**src/hw/rtl/md4_pkg.sv**
```systemverilog
// md4_pkg: shared types, constants and helper functions of the md4 hash engine
// used by the message buffer, the round unit and the top level
`default_nettype none

package md4_pkg;

   // initial chaining values and round constants
   localparam logic [31:0] IV_A     = 32'h67452301;
   localparam logic [31:0] IV_B     = 32'hefcdab89;
   localparam logic [31:0] IV_C     = 32'h98badcfe;
   localparam logic [31:0] IV_D     = 32'h10325476;
   localparam logic [31:0] K_ROUND2 = 32'h5A827999;
   localparam logic [31:0] K_ROUND3 = 32'h6ED9EBA1;
   localparam logic [7:0]  PAD_BYTE = 8'h80;

   localparam int unsigned COUNT_W   = 61;
   localparam int unsigned NUM_STEPS = 48;
   localparam logic [5:0]  LAST_POS  = 6'd63;
   localparam logic [5:0]  LEN_POS   = 6'd56;
   localparam logic [5:0]  LAST_STEP = 6'(NUM_STEPS - 1);
   localparam logic [1:0]  LAST_WORD = 2'd3;

   // round codes
   localparam logic [1:0] RND_F = 2'd0;
   localparam logic [1:0] RND_G = 2'd1;
   localparam logic [1:0] RND_H = 2'd2;

   typedef logic [31:0] word_type;

   typedef enum logic [2:0] {
      ST_IDLE,
      ST_ROUND,
      ST_ADD,
      ST_PAD,
      ST_OUT
   } md4_state_type;

   // control from the sequencer to the round unit
   typedef struct packed {
      logic       init;
      logic       load;
      logic       step;
      logic       add;
      logic [5:0] step_idx;
   } md4_ctl_type;

   // message word used by one step
   function automatic logic [3:0] msg_index(input logic [5:0] step);
      logic [3:0] i;
      logic [3:0] idx;
      i = step[3:0];
      case (step[5:4])
         RND_F:   idx = i;
         RND_G:   idx = {i[1:0], i[3:2]};
         default: idx = {i[0], i[1], i[2], i[3]};
      endcase
      return idx;
   endfunction

   // rotate amount of one step
   function automatic logic [4:0] shift_amt(input logic [5:0] step);
      logic [4:0] s;
      case ({step[5:4], step[1:0]})
         {RND_F, 2'd0}: s = 5'd3;
         {RND_F, 2'd1}: s = 5'd7;
         {RND_F, 2'd2}: s = 5'd11;
         {RND_F, 2'd3}: s = 5'd19;
         {RND_G, 2'd0}: s = 5'd3;
         {RND_G, 2'd1}: s = 5'd5;
         {RND_G, 2'd2}: s = 5'd9;
         {RND_G, 2'd3}: s = 5'd13;
         {RND_H, 2'd0}: s = 5'd3;
         {RND_H, 2'd1}: s = 5'd9;
         {RND_H, 2'd2}: s = 5'd11;
         default:       s = 5'd15;
      endcase
      return s;
   endfunction

   function automatic word_type round_k(input logic [1:0] rnd);
      word_type k;
      case (rnd)
         RND_F:   k = '0;
         RND_G:   k = K_ROUND2;
         default: k = K_ROUND3;
      endcase
      return k;
   endfunction

   function automatic word_type swap32(input word_type v);
      return {v[7:0], v[15:8], v[23:16], v[31:24]};
   endfunction

endpackage

`default_nettype wire

```
**src/hw/rtl/md4_req_if.sv**
```systemverilog
// md4_req_if: message byte channel, valid/ready handshake
// no dependencies
`default_nettype none

interface md4_req_if;
   logic       valid;
   logic       ready;
   logic [7:0] msg_byte;
   logic       has_byte;
   logic       last;

   modport source (output valid, output msg_byte, output has_byte, output last,
                   input ready);
   modport sink   (input valid, input msg_byte, input has_byte, input last,
                   output ready);
endinterface

`default_nettype wire

```
**src/hw/rtl/md4_rsp_if.sv**
```systemverilog
// md4_rsp_if: digest word channel, valid/ready handshake
// no dependencies
`default_nettype none

interface md4_rsp_if;
   logic        valid;
   logic        ready;
   logic [31:0] digest_word;
   logic        digest_last;

   modport source (output valid, output digest_word, output digest_last, input ready);
   modport sink   (input valid, input digest_word, input digest_last, output ready);
endinterface

`default_nettype wire

```
**src/hw/rtl/md4_msg_buf.sv**
```systemverilog
// md4_msg_buf: 16 x 32-bit message block, written one byte at a time, one read port
// depends on md4_pkg
`default_nettype none

module md4_msg_buf (
   input  wire logic             clock,
   input  wire logic             wr_en,
   input  wire logic [5:0]       wr_pos,
   input  wire logic [7:0]       wr_byte,
   input  wire logic [3:0]       rd_idx,
   output md4_pkg::word_type     rd_word
);
   import md4_pkg::*;

   word_type words_ff [16];

   // byte lane write, little-endian within the word
   always_ff @(posedge clock) begin
      if (wr_en) begin
         words_ff[wr_pos[5:2]][wr_pos[1:0]*8 +: 8] <= wr_byte;
      end
   end

   assign rd_word = words_ff[rd_idx];

endmodule

`default_nettype wire

```
**src/hw/rtl/md4_round_unit.sv**
```systemverilog
// md4_round_unit: chaining registers, working registers and the shared step datapath
// depends on md4_pkg
`default_nettype none

module md4_round_unit (
   input  wire logic               clock,
   input  wire logic               reset,
   input  wire md4_pkg::md4_ctl_type ctl,
   input  wire md4_pkg::word_type  x_word,
   output md4_pkg::word_type       chain [4]
);
   import md4_pkg::*;

   word_type chain_ff [4];
   word_type chain_in [4];
   word_type work_ff  [4];
   word_type work_in  [4];

   logic [1:0]  rnd;
   word_type    f_val;
   word_type    sum;
   logic [63:0] rot_wide;
   word_type    rot;

   // boolean function of the current round
   always_comb begin
      rnd = ctl.step_idx[5:4];
      case (rnd)
         RND_F:   f_val = (work_ff[1] & work_ff[2]) | (~work_ff[1] & work_ff[3]);
         RND_G:   f_val = (work_ff[1] & work_ff[2]) | (work_ff[1] & work_ff[3]) |
                          (work_ff[2] & work_ff[3]);
         default: f_val = work_ff[1] ^ work_ff[2] ^ work_ff[3];
      endcase
      sum      = work_ff[0] + f_val + x_word + round_k(rnd);
      rot_wide = {sum, sum} << shift_amt(ctl.step_idx);
      rot      = rot_wide[63:32];
   end

   // working register update
   always_comb begin
      work_in = work_ff;
      if (ctl.load) begin
         work_in = chain_ff;
      end else if (ctl.step) begin
         work_in[0] = work_ff[3];
         work_in[1] = rot;
         work_in[2] = work_ff[1];
         work_in[3] = work_ff[2];
      end
   end

   // chaining register update
   always_comb begin
      chain_in = chain_ff;
      if (ctl.init) begin
         chain_in[0] = IV_A;
         chain_in[1] = IV_B;
         chain_in[2] = IV_C;
         chain_in[3] = IV_D;
      end else if (ctl.add) begin
         for (int i = 0; i < 4; i++) begin
            chain_in[i] = chain_ff[i] + work_ff[i];
         end
      end
   end

   always_ff @(posedge clock) begin
      work_ff <= work_in;
   end

   always_ff @(posedge clock) begin
      if (reset) begin
         chain_ff[0] <= IV_A;
         chain_ff[1] <= IV_B;
         chain_ff[2] <= IV_C;
         chain_ff[3] <= IV_D;
      end else begin
         chain_ff <= chain_in;
      end
   end

   assign chain = chain_ff;

endmodule

`default_nettype wire

```
**src/hw/rtl/md4_hash_engine.sv**
```systemverilog
// md4_hash_engine: top level, byte gathering, padding sequencer and digest output
// depends on md4_pkg, md4_req_if, md4_rsp_if, md4_msg_buf, md4_round_unit
//
// Usage:
//   req_ch carries one item per transfer: msg_byte with has_byte set adds a
//   byte to the message; last ends the message after that item's byte, if any.
//   An item with has_byte and last both clear is taken and ignored.
//   rsp_ch returns four digest words (A, B, C, D, byte-swapped) after each
//   last item; digest_last marks the fourth.
// Timing:
//   bytes transfer one per cycle while the block buffer fills. The 64th byte
//   of a block starts a compression: the steps of the shared step unit, then
//   the chaining add, during which req_ch.ready is low.
//   On last, padding bytes are written one per cycle up to the end of the
//   block (64 minus the fill position), then the block is compressed; a
//   second padded block, likewise written and compressed, follows when the
//   0x80 marker falls at position 56 or later. The digest words then appear
//   one per cycle while rsp_ch.ready is high; a stalled receiver holds the
//   current word. New input is taken only after the fourth word transfers.
// Reset: synchronous; chaining values return to the MD4 initial values, the
//   byte count clears and the block returns to idle.
`default_nettype none

module md4_hash_engine (
   input  wire logic    clock,
   input  wire logic    reset,
   md4_req_if.sink      req_ch,
   md4_rsp_if.source    rsp_ch
);
   import md4_pkg::*;

   md4_state_type      state_ff, state_in;
   logic [COUNT_W-1:0] cnt_ff, cnt_in;
   logic [5:0]         wp_ff, wp_in;
   logic [5:0]         step_ff, step_in;
   logic [1:0]         out_idx_ff, out_idx_in;
   logic               pad_first_ff, pad_first_in;
   logic               wrap_ff, wrap_in;
   logic               final_ff, final_in;
   logic               fin_pend_ff, fin_pend_in;

   md4_ctl_type        ctl;
   logic               wr_en;
   logic [5:0]         wr_pos;
   logic [7:0]         wr_byte;
   word_type           x_word;
   word_type           chain [4];

   logic               wrap_now;
   logic [63:0]        bit_len;
   logic [7:0]         pad_val;

   // padding byte: marker, zeros, then the little-endian bit length
   always_comb begin
      bit_len  = {cnt_ff, 3'b000};
      wrap_now = wrap_ff || (pad_first_ff && (wp_ff >= LEN_POS));
      if (pad_first_ff) begin
         pad_val = PAD_BYTE;
      end else if ((wp_ff >= LEN_POS) && !wrap_ff) begin
         pad_val = bit_len[wp_ff[2:0]*8 +: 8];
      end else begin
         pad_val = '0;
      end
   end

   // sequencer next state and controls
   always_comb begin
      state_in     = state_ff;
      cnt_in       = cnt_ff;
      wp_in        = wp_ff;
      step_in      = step_ff;
      out_idx_in   = out_idx_ff;
      pad_first_in = pad_first_ff;
      wrap_in      = wrap_ff;
      final_in     = final_ff;
      fin_pend_in  = fin_pend_ff;
      ctl          = '0;
      ctl.step_idx = step_ff;
      wr_en        = 1'b0;
      wr_pos       = cnt_ff[5:0];
      wr_byte      = req_ch.msg_byte;
      req_ch.ready = 1'b0;
      rsp_ch.valid = 1'b0;

      unique case (state_ff)
         ST_IDLE: begin
            // ready is high here, so valid alone marks a transfer
            req_ch.ready = 1'b1;
            if (req_ch.valid) begin
               step_in      = '0;
               pad_first_in = 1'b1;
               wrap_in      = 1'b0;
               final_in     = 1'b0;
               fin_pend_in  = req_ch.last;
               if (req_ch.has_byte) begin
                  wr_en  = 1'b1;
                  cnt_in = cnt_ff + 1'b1;
                  wp_in  = cnt_ff[5:0] + 1'b1;
                  if (cnt_ff[5:0] == LAST_POS) begin
                     ctl.load = 1'b1;
                     state_in = ST_ROUND;
                  end else if (req_ch.last) begin
                     state_in = ST_PAD;
                  end
               end else begin
                  wp_in = cnt_ff[5:0];
                  if (req_ch.last) begin
                     state_in = ST_PAD;
                  end
               end
            end
         end
         ST_ROUND: begin
            ctl.step = 1'b1;
            step_in  = step_ff + 1'b1;
            if (step_ff == LAST_STEP) begin
               state_in = ST_ADD;
            end
         end
         ST_ADD: begin
            ctl.add = 1'b1;
            step_in = '0;
            if (final_ff) begin
               out_idx_in = '0;
               state_in   = ST_OUT;
            end else if (fin_pend_ff) begin
               state_in = ST_PAD;
            end else begin
               state_in = ST_IDLE;
            end
         end
         ST_PAD: begin
            wr_en        = 1'b1;
            wr_pos       = wp_ff;
            wr_byte      = pad_val;
            wp_in        = wp_ff + 1'b1;
            pad_first_in = 1'b0;
            wrap_in      = wrap_now;
            if (wp_ff == LAST_POS) begin
               ctl.load = 1'b1;
               final_in = !wrap_now;
               wrap_in  = 1'b0;
               state_in = ST_ROUND;
            end
         end
         ST_OUT: begin
            // valid is high here, so ready alone marks a transfer
            rsp_ch.valid = 1'b1;
            if (rsp_ch.ready) begin
               out_idx_in = out_idx_ff + 1'b1;
               if (out_idx_ff == LAST_WORD) begin
                  ctl.init    = 1'b1;
                  cnt_in      = '0;
                  fin_pend_in = 1'b0;
                  final_in    = 1'b0;
                  state_in    = ST_IDLE;
               end
            end
         end
         default: begin
            state_in = ST_IDLE;
         end
      endcase
   end

   // control registers
   always_ff @(posedge clock) begin
      if (reset) begin
         state_ff     <= ST_IDLE;
         cnt_ff       <= '0;
         wp_ff        <= '0;
         step_ff      <= '0;
         out_idx_ff   <= '0;
         pad_first_ff <= 1'b0;
         wrap_ff      <= 1'b0;
         final_ff     <= 1'b0;
         fin_pend_ff  <= 1'b0;
      end else begin
         state_ff     <= state_in;
         cnt_ff       <= cnt_in;
         wp_ff        <= wp_in;
         step_ff      <= step_in;
         out_idx_ff   <= out_idx_in;
         pad_first_ff <= pad_first_in;
         wrap_ff      <= wrap_in;
         final_ff     <= final_in;
         fin_pend_ff  <= fin_pend_in;
      end
   end

   // message block storage
   md4_msg_buf u_msg_buf (
      .clock   (clock),
      .wr_en   (wr_en),
      .wr_pos  (wr_pos),
      .wr_byte (wr_byte),
      .rd_idx  (msg_index(step_ff)),
      .rd_word (x_word)
   );

   // shared step unit and chaining registers
   md4_round_unit u_round_unit (
      .clock  (clock),
      .reset  (reset),
      .ctl    (ctl),
      .x_word (x_word),
      .chain  (chain)
   );

   // digest word output
   assign rsp_ch.digest_word = swap32(chain[out_idx_ff]);
   assign rsp_ch.digest_last = (out_idx_ff == LAST_WORD);

endmodule

`default_nettype wire

```
**src/flat_wrapper.sv**
```systemverilog
// flat-port wrapper written by rule: the top's interface ports become plain ports
module md4_hash_engine_flat import md4_pkg::*;
  (clock, reset, req_ch_valid, req_ch_msg_byte, req_ch_has_byte, req_ch_last, req_ch_ready, rsp_ch_valid, rsp_ch_digest_word, rsp_ch_digest_last, rsp_ch_ready);
  md4_req_if req_ch_i ();
  md4_rsp_if rsp_ch_i ();
  input  wire logic clock;
  input  wire logic reset;
  input wire logic [$bits(req_ch_i.valid)-1:0] req_ch_valid;
  input wire logic [$bits(req_ch_i.msg_byte)-1:0] req_ch_msg_byte;
  input wire logic [$bits(req_ch_i.has_byte)-1:0] req_ch_has_byte;
  input wire logic [$bits(req_ch_i.last)-1:0] req_ch_last;
  output wire logic [$bits(req_ch_i.ready)-1:0] req_ch_ready;
  output wire logic [$bits(rsp_ch_i.valid)-1:0] rsp_ch_valid;
  output wire logic [$bits(rsp_ch_i.digest_word)-1:0] rsp_ch_digest_word;
  output wire logic [$bits(rsp_ch_i.digest_last)-1:0] rsp_ch_digest_last;
  input wire logic [$bits(rsp_ch_i.ready)-1:0] rsp_ch_ready;
  assign req_ch_i.valid = req_ch_valid;
  assign req_ch_i.msg_byte = req_ch_msg_byte;
  assign req_ch_i.has_byte = req_ch_has_byte;
  assign req_ch_i.last = req_ch_last;
  assign req_ch_ready = req_ch_i.ready;
  assign rsp_ch_valid = rsp_ch_i.valid;
  assign rsp_ch_digest_word = rsp_ch_i.digest_word;
  assign rsp_ch_digest_last = rsp_ch_i.digest_last;
  assign rsp_ch_i.ready = rsp_ch_ready;
  md4_hash_engine u_core (.clock(clock), .reset(reset), .req_ch(req_ch_i), .rsp_ch(rsp_ch_i));
endmodule
```
**config.mk**
```make
export PLATFORM = sky130hd
export DESIGN_NAME = md4_hash_engine_flat
export DESIGN_NICKNAME = d
export VERILOG_FILES = /design/src/hw/rtl/md4_pkg.sv /design/src/hw/rtl/md4_req_if.sv /design/src/hw/rtl/md4_rsp_if.sv /design/src/hw/rtl/md4_msg_buf.sv /design/src/hw/rtl/md4_round_unit.sv /design/src/hw/rtl/md4_hash_engine.sv /design/src/flat_wrapper.sv
export SDC_FILE = /design/constraint.sdc
export NUM_CORES = 2
export LEC_CHECK = 0
export ABC_AREA = 0
export ABC_CLOCK_PERIOD_IN_PS = 10400
export BUFFER_PORTS_ARGS = -buffer_cell sky130_fd_sc_hd__buf_2
export CAP_MARGIN = 5
export CELL_PAD_IN_SITES_DETAIL_PLACEMENT = 2
export CELL_PAD_IN_SITES_GLOBAL_PLACEMENT = 2
export CORE_UTILIZATION = 48
export CTS_CLUSTER_SIZE = 10
export DETAILED_ROUTE_END_ITERATION = 10
export PLACE_DENSITY_LB_ADDON = 0.1
export REMOVE_ABC_BUFFERS = 1
export SYNTH_ARGS = -nofsm -noshare
export SYNTH_HDL_FRONTEND = slang
export SYNTH_HIERARCHICAL = 1
export SYNTH_SLANG_ARGS = --single-unit
export TNS_END_PERCENT = 20
```
**constraint.sdc**
```tcl
create_clock -name clock -period 10.4 [get_ports clock]
set_input_delay 1.04 -clock clock [delete_from_list [all_inputs] [get_ports clock]]
set_output_delay 1.04 -clock clock [all_outputs]
set_load 0.05 [all_outputs]
```
# ---- Word-level counts from Yosys, hierarchy flattened
# Memories as Yosys holds them, arrays and structs flattened. A register that Yosys moved wholly into a read port is not among the register bits.
# Index checks and enable logic that the tools add are counted.
dict set report op_classes {
  eq_ne 16
  n_lt_le_gt_ge 2
  n_reduce_logical 21
  n_shift 4
  bitwise_logic 11
  add_sub_neg 13
  n_mux 66
}
# op count
set ops {}
lappend ops {{128-bit 2-to-1 mux} 2}
lappend ops {{61-bit 2-to-1 mux} 4}
lappend ops {{32-bit adder} 7}
lappend ops {{32-bit bitwise AND} 4}
lappend ops {{61-bit case mux with 2 select lines} 1}
lappend ops {{32-bit 2-to-1 mux} 3}
lappend ops {{32-bit bitwise OR} 3}
lappend ops {{32-bit binary-select mux with 2-bit select} 1}
lappend ops {{32-bit case mux with 2 select lines} 1}
lappend ops {{64-bit by 7-bit variable part select with 8-bit output} 1}
lappend ops {{64-bit by 5-bit << shifter with 64-bit output} 1}
lappend ops {{32-bit XOR} 2}
lappend ops {{31-bit case mux with 2 select lines} 1}
lappend ops {{61-bit by 1-bit adder with 61-bit output, second input constant} 1}
lappend ops {{5-bit negation with 34-bit output} 1}
lappend ops {{8-bit by 34-bit variable shift with 32-bit output, first input constant} 1}
lappend ops {{8-bit by 34-bit variable part select with 32-bit output} 1}
lappend ops {{32-bit NOT} 1}
lappend ops {{3-bit 2-to-1 mux} 9}
lappend ops {{6-bit 2-to-1 mux} 4}
lappend ops {{8-bit 2-to-1 mux} 3}
lappend ops {{1-bit 2-to-1 mux} 21}
lappend ops {{6-bit by 1-bit adder with 6-bit output, second input constant} 3}
lappend ops {{6-bit == test, second input constant} 3}
lappend ops {{32 further kinds} 54}
dict set report totals {
  input_bits 14
  ramBits 512
  n_memories 2
  romBits 64
  reg_bits 338
}
# name depth word_bits rd rd_clocked_by_memory_dff wr line
set memory_table {}
lappend memory_table {u_core.u_msg_buf.words_ff 16 32 1 0 1 md4_msg_buf.sv:15} ;# word_type words_ff [16];
lappend memory_table {{(name not given)} 16 4 1 1 0 md4_pkg.sv:63} ;# case ({step[5:4], step[1:0]})

# ---- Longest topological paths before layout
dict set report depth {
  word_depth 10
  ltp_mapped 25
  mapped_depth_nobuf 22
}

# ---- Cells and area by module
# Netlist, hierarchy kept.
# mod instances area_each_um2 cells_per_inst
set by_module_without_submodules {}
lappend by_module_without_submodules {md4_round_unit 1 22337.7 2671}
lappend by_module_without_submodules {md4_msg_buf 1 19776.5 921}
lappend by_module_without_submodules {md4_hash_engine 1 5597.9 646}

# ---- Least setup slack after synthesis
# No wires, ideal clock.
dict set report synth_path {
  kind {register to register}
  start {register u_core.step_ff[4]}
  end {register u_core/u_round_unit/work_ff[74] in the netlist's numbering (data pin)}
  setup_ps 271
  required_time_ps 10129
  path_stages_with_launch 25
  t_arrival_ps 6005
  slack_ps 4125
  path_cell_list {dfxtp_1 clkbuf_1 mux2i_1 o21ai_0 buf_2 buf_4 mux4_2 a22oi_1 nand2_1 inv_1 fa_1 fa_1 inv_1 ha_1 clkbuf_1 a21o_1 a2111oi_4 nor3_1 or4_4 o21a_1 a41oi_2 mux2i_1 a22oi_2 a222oi_1 o31ai_1}
}
# element line
set synth_lines {}
lappend synth_lines {{start: declaration} md4_hash_engine.sv:35} ;# logic [5:0] step_ff, step_in;
lappend synth_lines {{start signal: assignment} md4_hash_engine.sv:182} ;# step_ff <= step_in;
lappend synth_lines {{end signal: assignment} md4_round_unit.sv:68} ;# work_ff <= work_in;
lappend synth_lines {{end: declaration} md4_round_unit.sv:16} ;# word_type work_ff [4];

==> out/qor.txt <==
status -> completed
Yosys top cell area share -> 40.3%
Worst Max-Slew Pin Slew -> 1.43 ns
Comb power frac -> 53.5%
critical path endpoint category -> flop
Synth Area in Compound Gates -> 14.2%
Tot Pwr -> 0.0171 W
vias in the first global route -> 39662
Seq cells post-synth -> 850
Area Growth Syn to Fin -> 9.25%
H-tree depth -> 3
Final Hold Fails -> 0
minimum clock period after layout -> 8.20 ns
total grt overflow -> 0
number of core rows -> 115
Post-CTS Resized -> 0
Crit Path Class -> reg2reg
Worst R2R Path Depth -> 21
DRC -> 0
simple-gate share of the synthesized area -> 11.0%
clock slew at reported path FFs -> 0.06 ns
clock group share of total power -> 19.5%
final wirelength -> 182 mm
min-delay src -> u_core/cnt_ff[49]
hold slack -> 0.521 ns
routability cong. -> 0.922
drt pass-1 iters -> 6
CP startpoint kind -> flop
Synth Area in XOR/XNOR -> 2.94%
sequential share of power -> 27.0%
1st-iter DRT viols -> 3208
dominant cells by area after synthesis -> edfxtp_1 40%, dfxtp_1 8.8%, mux4_2 8.2%
final-layout fill cell count -> 9576
RSZ-0062 raised after global routing -> false
core region area -> 0.0984 mm²
Reg-to-Reg End -> u_core/u_round_unit/work_ff[66]
setup bufs post-CTS -> 0
remaining antenna violation count -> 0
die width -> 317 µm
Hold Crit Class -> reg2reg
Fmax -> 0.122 GHz
PwrDens -> 328 mW/mm²
Root Buffer -> clkbuf_16
first-pass GRT wire length -> 268 mm
final setup violation count -> 0
CTS Sinks -> 850
final worst-path cycle share -> 78.8%
setup tns final -> 0 ns
Final WS setup -> 2.20 ns
CTS Buf Count -> 99
pin count of the biggest net entering global routing -> 129
largest family of logic cells by synthesized area -> compound AO/OA/AOI/OAI gates
Mapped Cells -> 4238
Commonest cells post-synth -> 640 x edfxtp_1, 442 x nand2_1, 314 x nor2_1, 312 x o21ai_0, 272 x inv_1
Nets -> 4499
Syn Area/Cell -> 11.3 µm²
worst setup path end -> u_core/u_round_unit/work_ff[66]
number of max-cap violations -> 0
FFs w/ async S/R, synth -> 0%
Core Util, Final -> 53.0%
Total GRT Usage -> 36.1%
worst reg2reg path startpoint -> u_core/step_ff[0]
Post-synth EDFFs -> 640
full die area -> 0.101 mm²
Top FF cell, synth -> edfxtp_1
LEAKAGE -> 18.6 nW
Rel. slew slack -> 4.36%
Synth area leader -> edfxtp_1
worst skew pair latency -> 0.70 ns
I/O Buffers -> 48
hold path depth -> 2
multiplexer area fraction after synthesis -> 10.3%
max incr delay on CP -> 0.90 ns
internal power -> 0.00942 W
share of cells above drive strength 1 -> 10.6%
Seq/Total Area, Yosys -> 49.1%
Synth Area in Adders -> 8.33%
total vias in the final route -> 36859
clk buf depth -> 3
DP Worst Slack -> 2.25 ns
maximum vdd ir drop -> 219 µV
IO Pins -> 49
CP Launch Point -> u_core/step_ff[0]
Synth Warn # -> 6
CTS tree -> built
Psw -> 0.00771 W
sw frac -> 45.0%
Die Span Y -> 317 µm
Hold Buf Count CTS -> 0
fin. max-slew vios -> 0
top-count cell post-synth -> edfxtp_1
post-synth design cell area -> 0.0477 mm²
clk_skew -> 0.0301 ns
Starting Density -> 48.5%
flop2flop setup slack -> 2.20 ns
Final HPWL DP -> 124 mm
CP Max Fanout -> 26
crit path cell chain -> mux2i_1, o21ai_4, buf_4, mux4_2, a22oi_1, nand2_1, fa_1, ha_1, ha_1, inv_1, fa_1, nand2b_1, a21oi_1, o22a_1, a31oi_1, o31ai_1, a221o_1, nor2_1, a211oi_1, a211oi_2, o31ai_1
Vias/cell -> 6.61
CP max stage cell -> o21ai_4
DR WL/cell -> 32.6 µm
CP required -> 10.91 ns
initial antenna violation count -> 0
Cell variety after synth -> 90
WP data arrival -> 8.71 ns
## worst max-delay path: cells and delay by family (launching register included)
family / cells / cell delay (ns)
buffers and inverters: 2 / 0.70
AOI/OAI and AO/OA: 10 / 3.85
muxes: 2 / 0.83
adders and majority gates: 4 / 1.40
DFF: 1 / 0.69
and+or+nand+nor: 3 / 0.47
## layout make-up
cell class	instances	area, µm²	area share, %
well taps	1287	1610	3.09
clock buffers	153	2770	5.32
flip-flops and latches	850	23400	44.9
clock inverters	13	173	0.331
multi-input cells	2899	22400	43.1
repair buffers	97	657	1.26
diodes	3	7.51	0.0144
inverters	275	1030	1.99
## kinds of logic (layout without fill, tap and decap cells)
logic type,count (synthesis),count (layout)
and+or+nand+nor,1145,1145
AOI/OAI and AO/OA,1057,1057
DFF,850,850
buffers and inverters,489,538
muxes,274,274
adders and majority gates,263,263
xor gates and xnor gates,160,160
other,0,3
## layout by cell type, fill, tap and decap left out, types with 48 or more instances in the layout
master	count
mux2i_1	83
clkbuf_16	100
a21o_1	88
a21oi_1	206
a22oi_1	72
edfxtp_1	640
dfxtp_1	207
nor3_1	51
ha_1	172
xnor2_1	93
nand2_1	441
fa_1	91
o21a_1	73
mux4_2	173
o211ai_1	54
buf_2	48
nand3_1	66
o21ai_0	304
nor2_1	311
inv_1	272
xor2_1	67
## metrics by stage
stage | area, µm² | cells
3_5_place_dp | 49100 | 5405
4_1_cts | 52100 | 5571
2_1_floorplan | 46800 | 4024
6_report | 52100 | 5577
5_1_grt | 52100 | 5574
3_3_place_gp | 49100 | 5405
## power groups by stage
| stage | combinational (W) | sequential [W] | clock (W) |
|---|---|---|---|
| floorplan | 0.00638 | 0.00444 | 0 |
| global placement | 0.00845 | 0.00466 | 0 |
| detailed placement | 0.00886 | 0.00467 | 0 |
| CTS | 0.00899 | 0.00461 | 0.00340 |
| global route | 0.00978 | 0.00464 | 0.00349 |
| finish | 0.00916 | 0.00462 | 0.00334 |
## how the worst min path moves through the flow
| stage | slack (ns) | end |
|---|---|---|
| global route | 0.54 | u_core/cnt_ff[49] |
| floorplan | 0.45 | u_core/cnt_ff[60] |
| CTS | 0.52 | u_core/cnt_ff[49] |
| detailed placement | 0.50 | u_core/cnt_ff[33] |
| global placement | 0.47 | u_core/cnt_ff[60] |
| finish | 0.52 | u_core/cnt_ff[49] |
## registers in the layout, summed over array words and instances, names as in the netlist
| name | count |
|---|---|
| u_core/cnt_ff | 61 |
| u_core/fin_pend_ff | 1 |
| u_core/final_ff | 1 |
| u_core/out_idx_ff | 2 |
| u_core/pad_first_ff | 1 |
| u_core/state_ff | 3 |
| u_core/step_ff | 6 |
| u_core/u_msg_buf/words_ff | 512 |
| u_core/u_round_unit/chain | 128 |
| u_core/u_round_unit/work_ff | 128 |
| u_core/wp_ff | 6 |
| u_core/wrap_ff | 1 |
## layer usage
layer  up-vias  part of all wire, %  GRT usage [%]
li1      15676                    -              -
met1     19306                   40           45.6
met2      1416                   49           61.5
met3       461                  5.2           4.49
met4         0                  5.0           17.6
met5         -                    0              0
No activity file was read; power rests on OpenSTA's default activity.
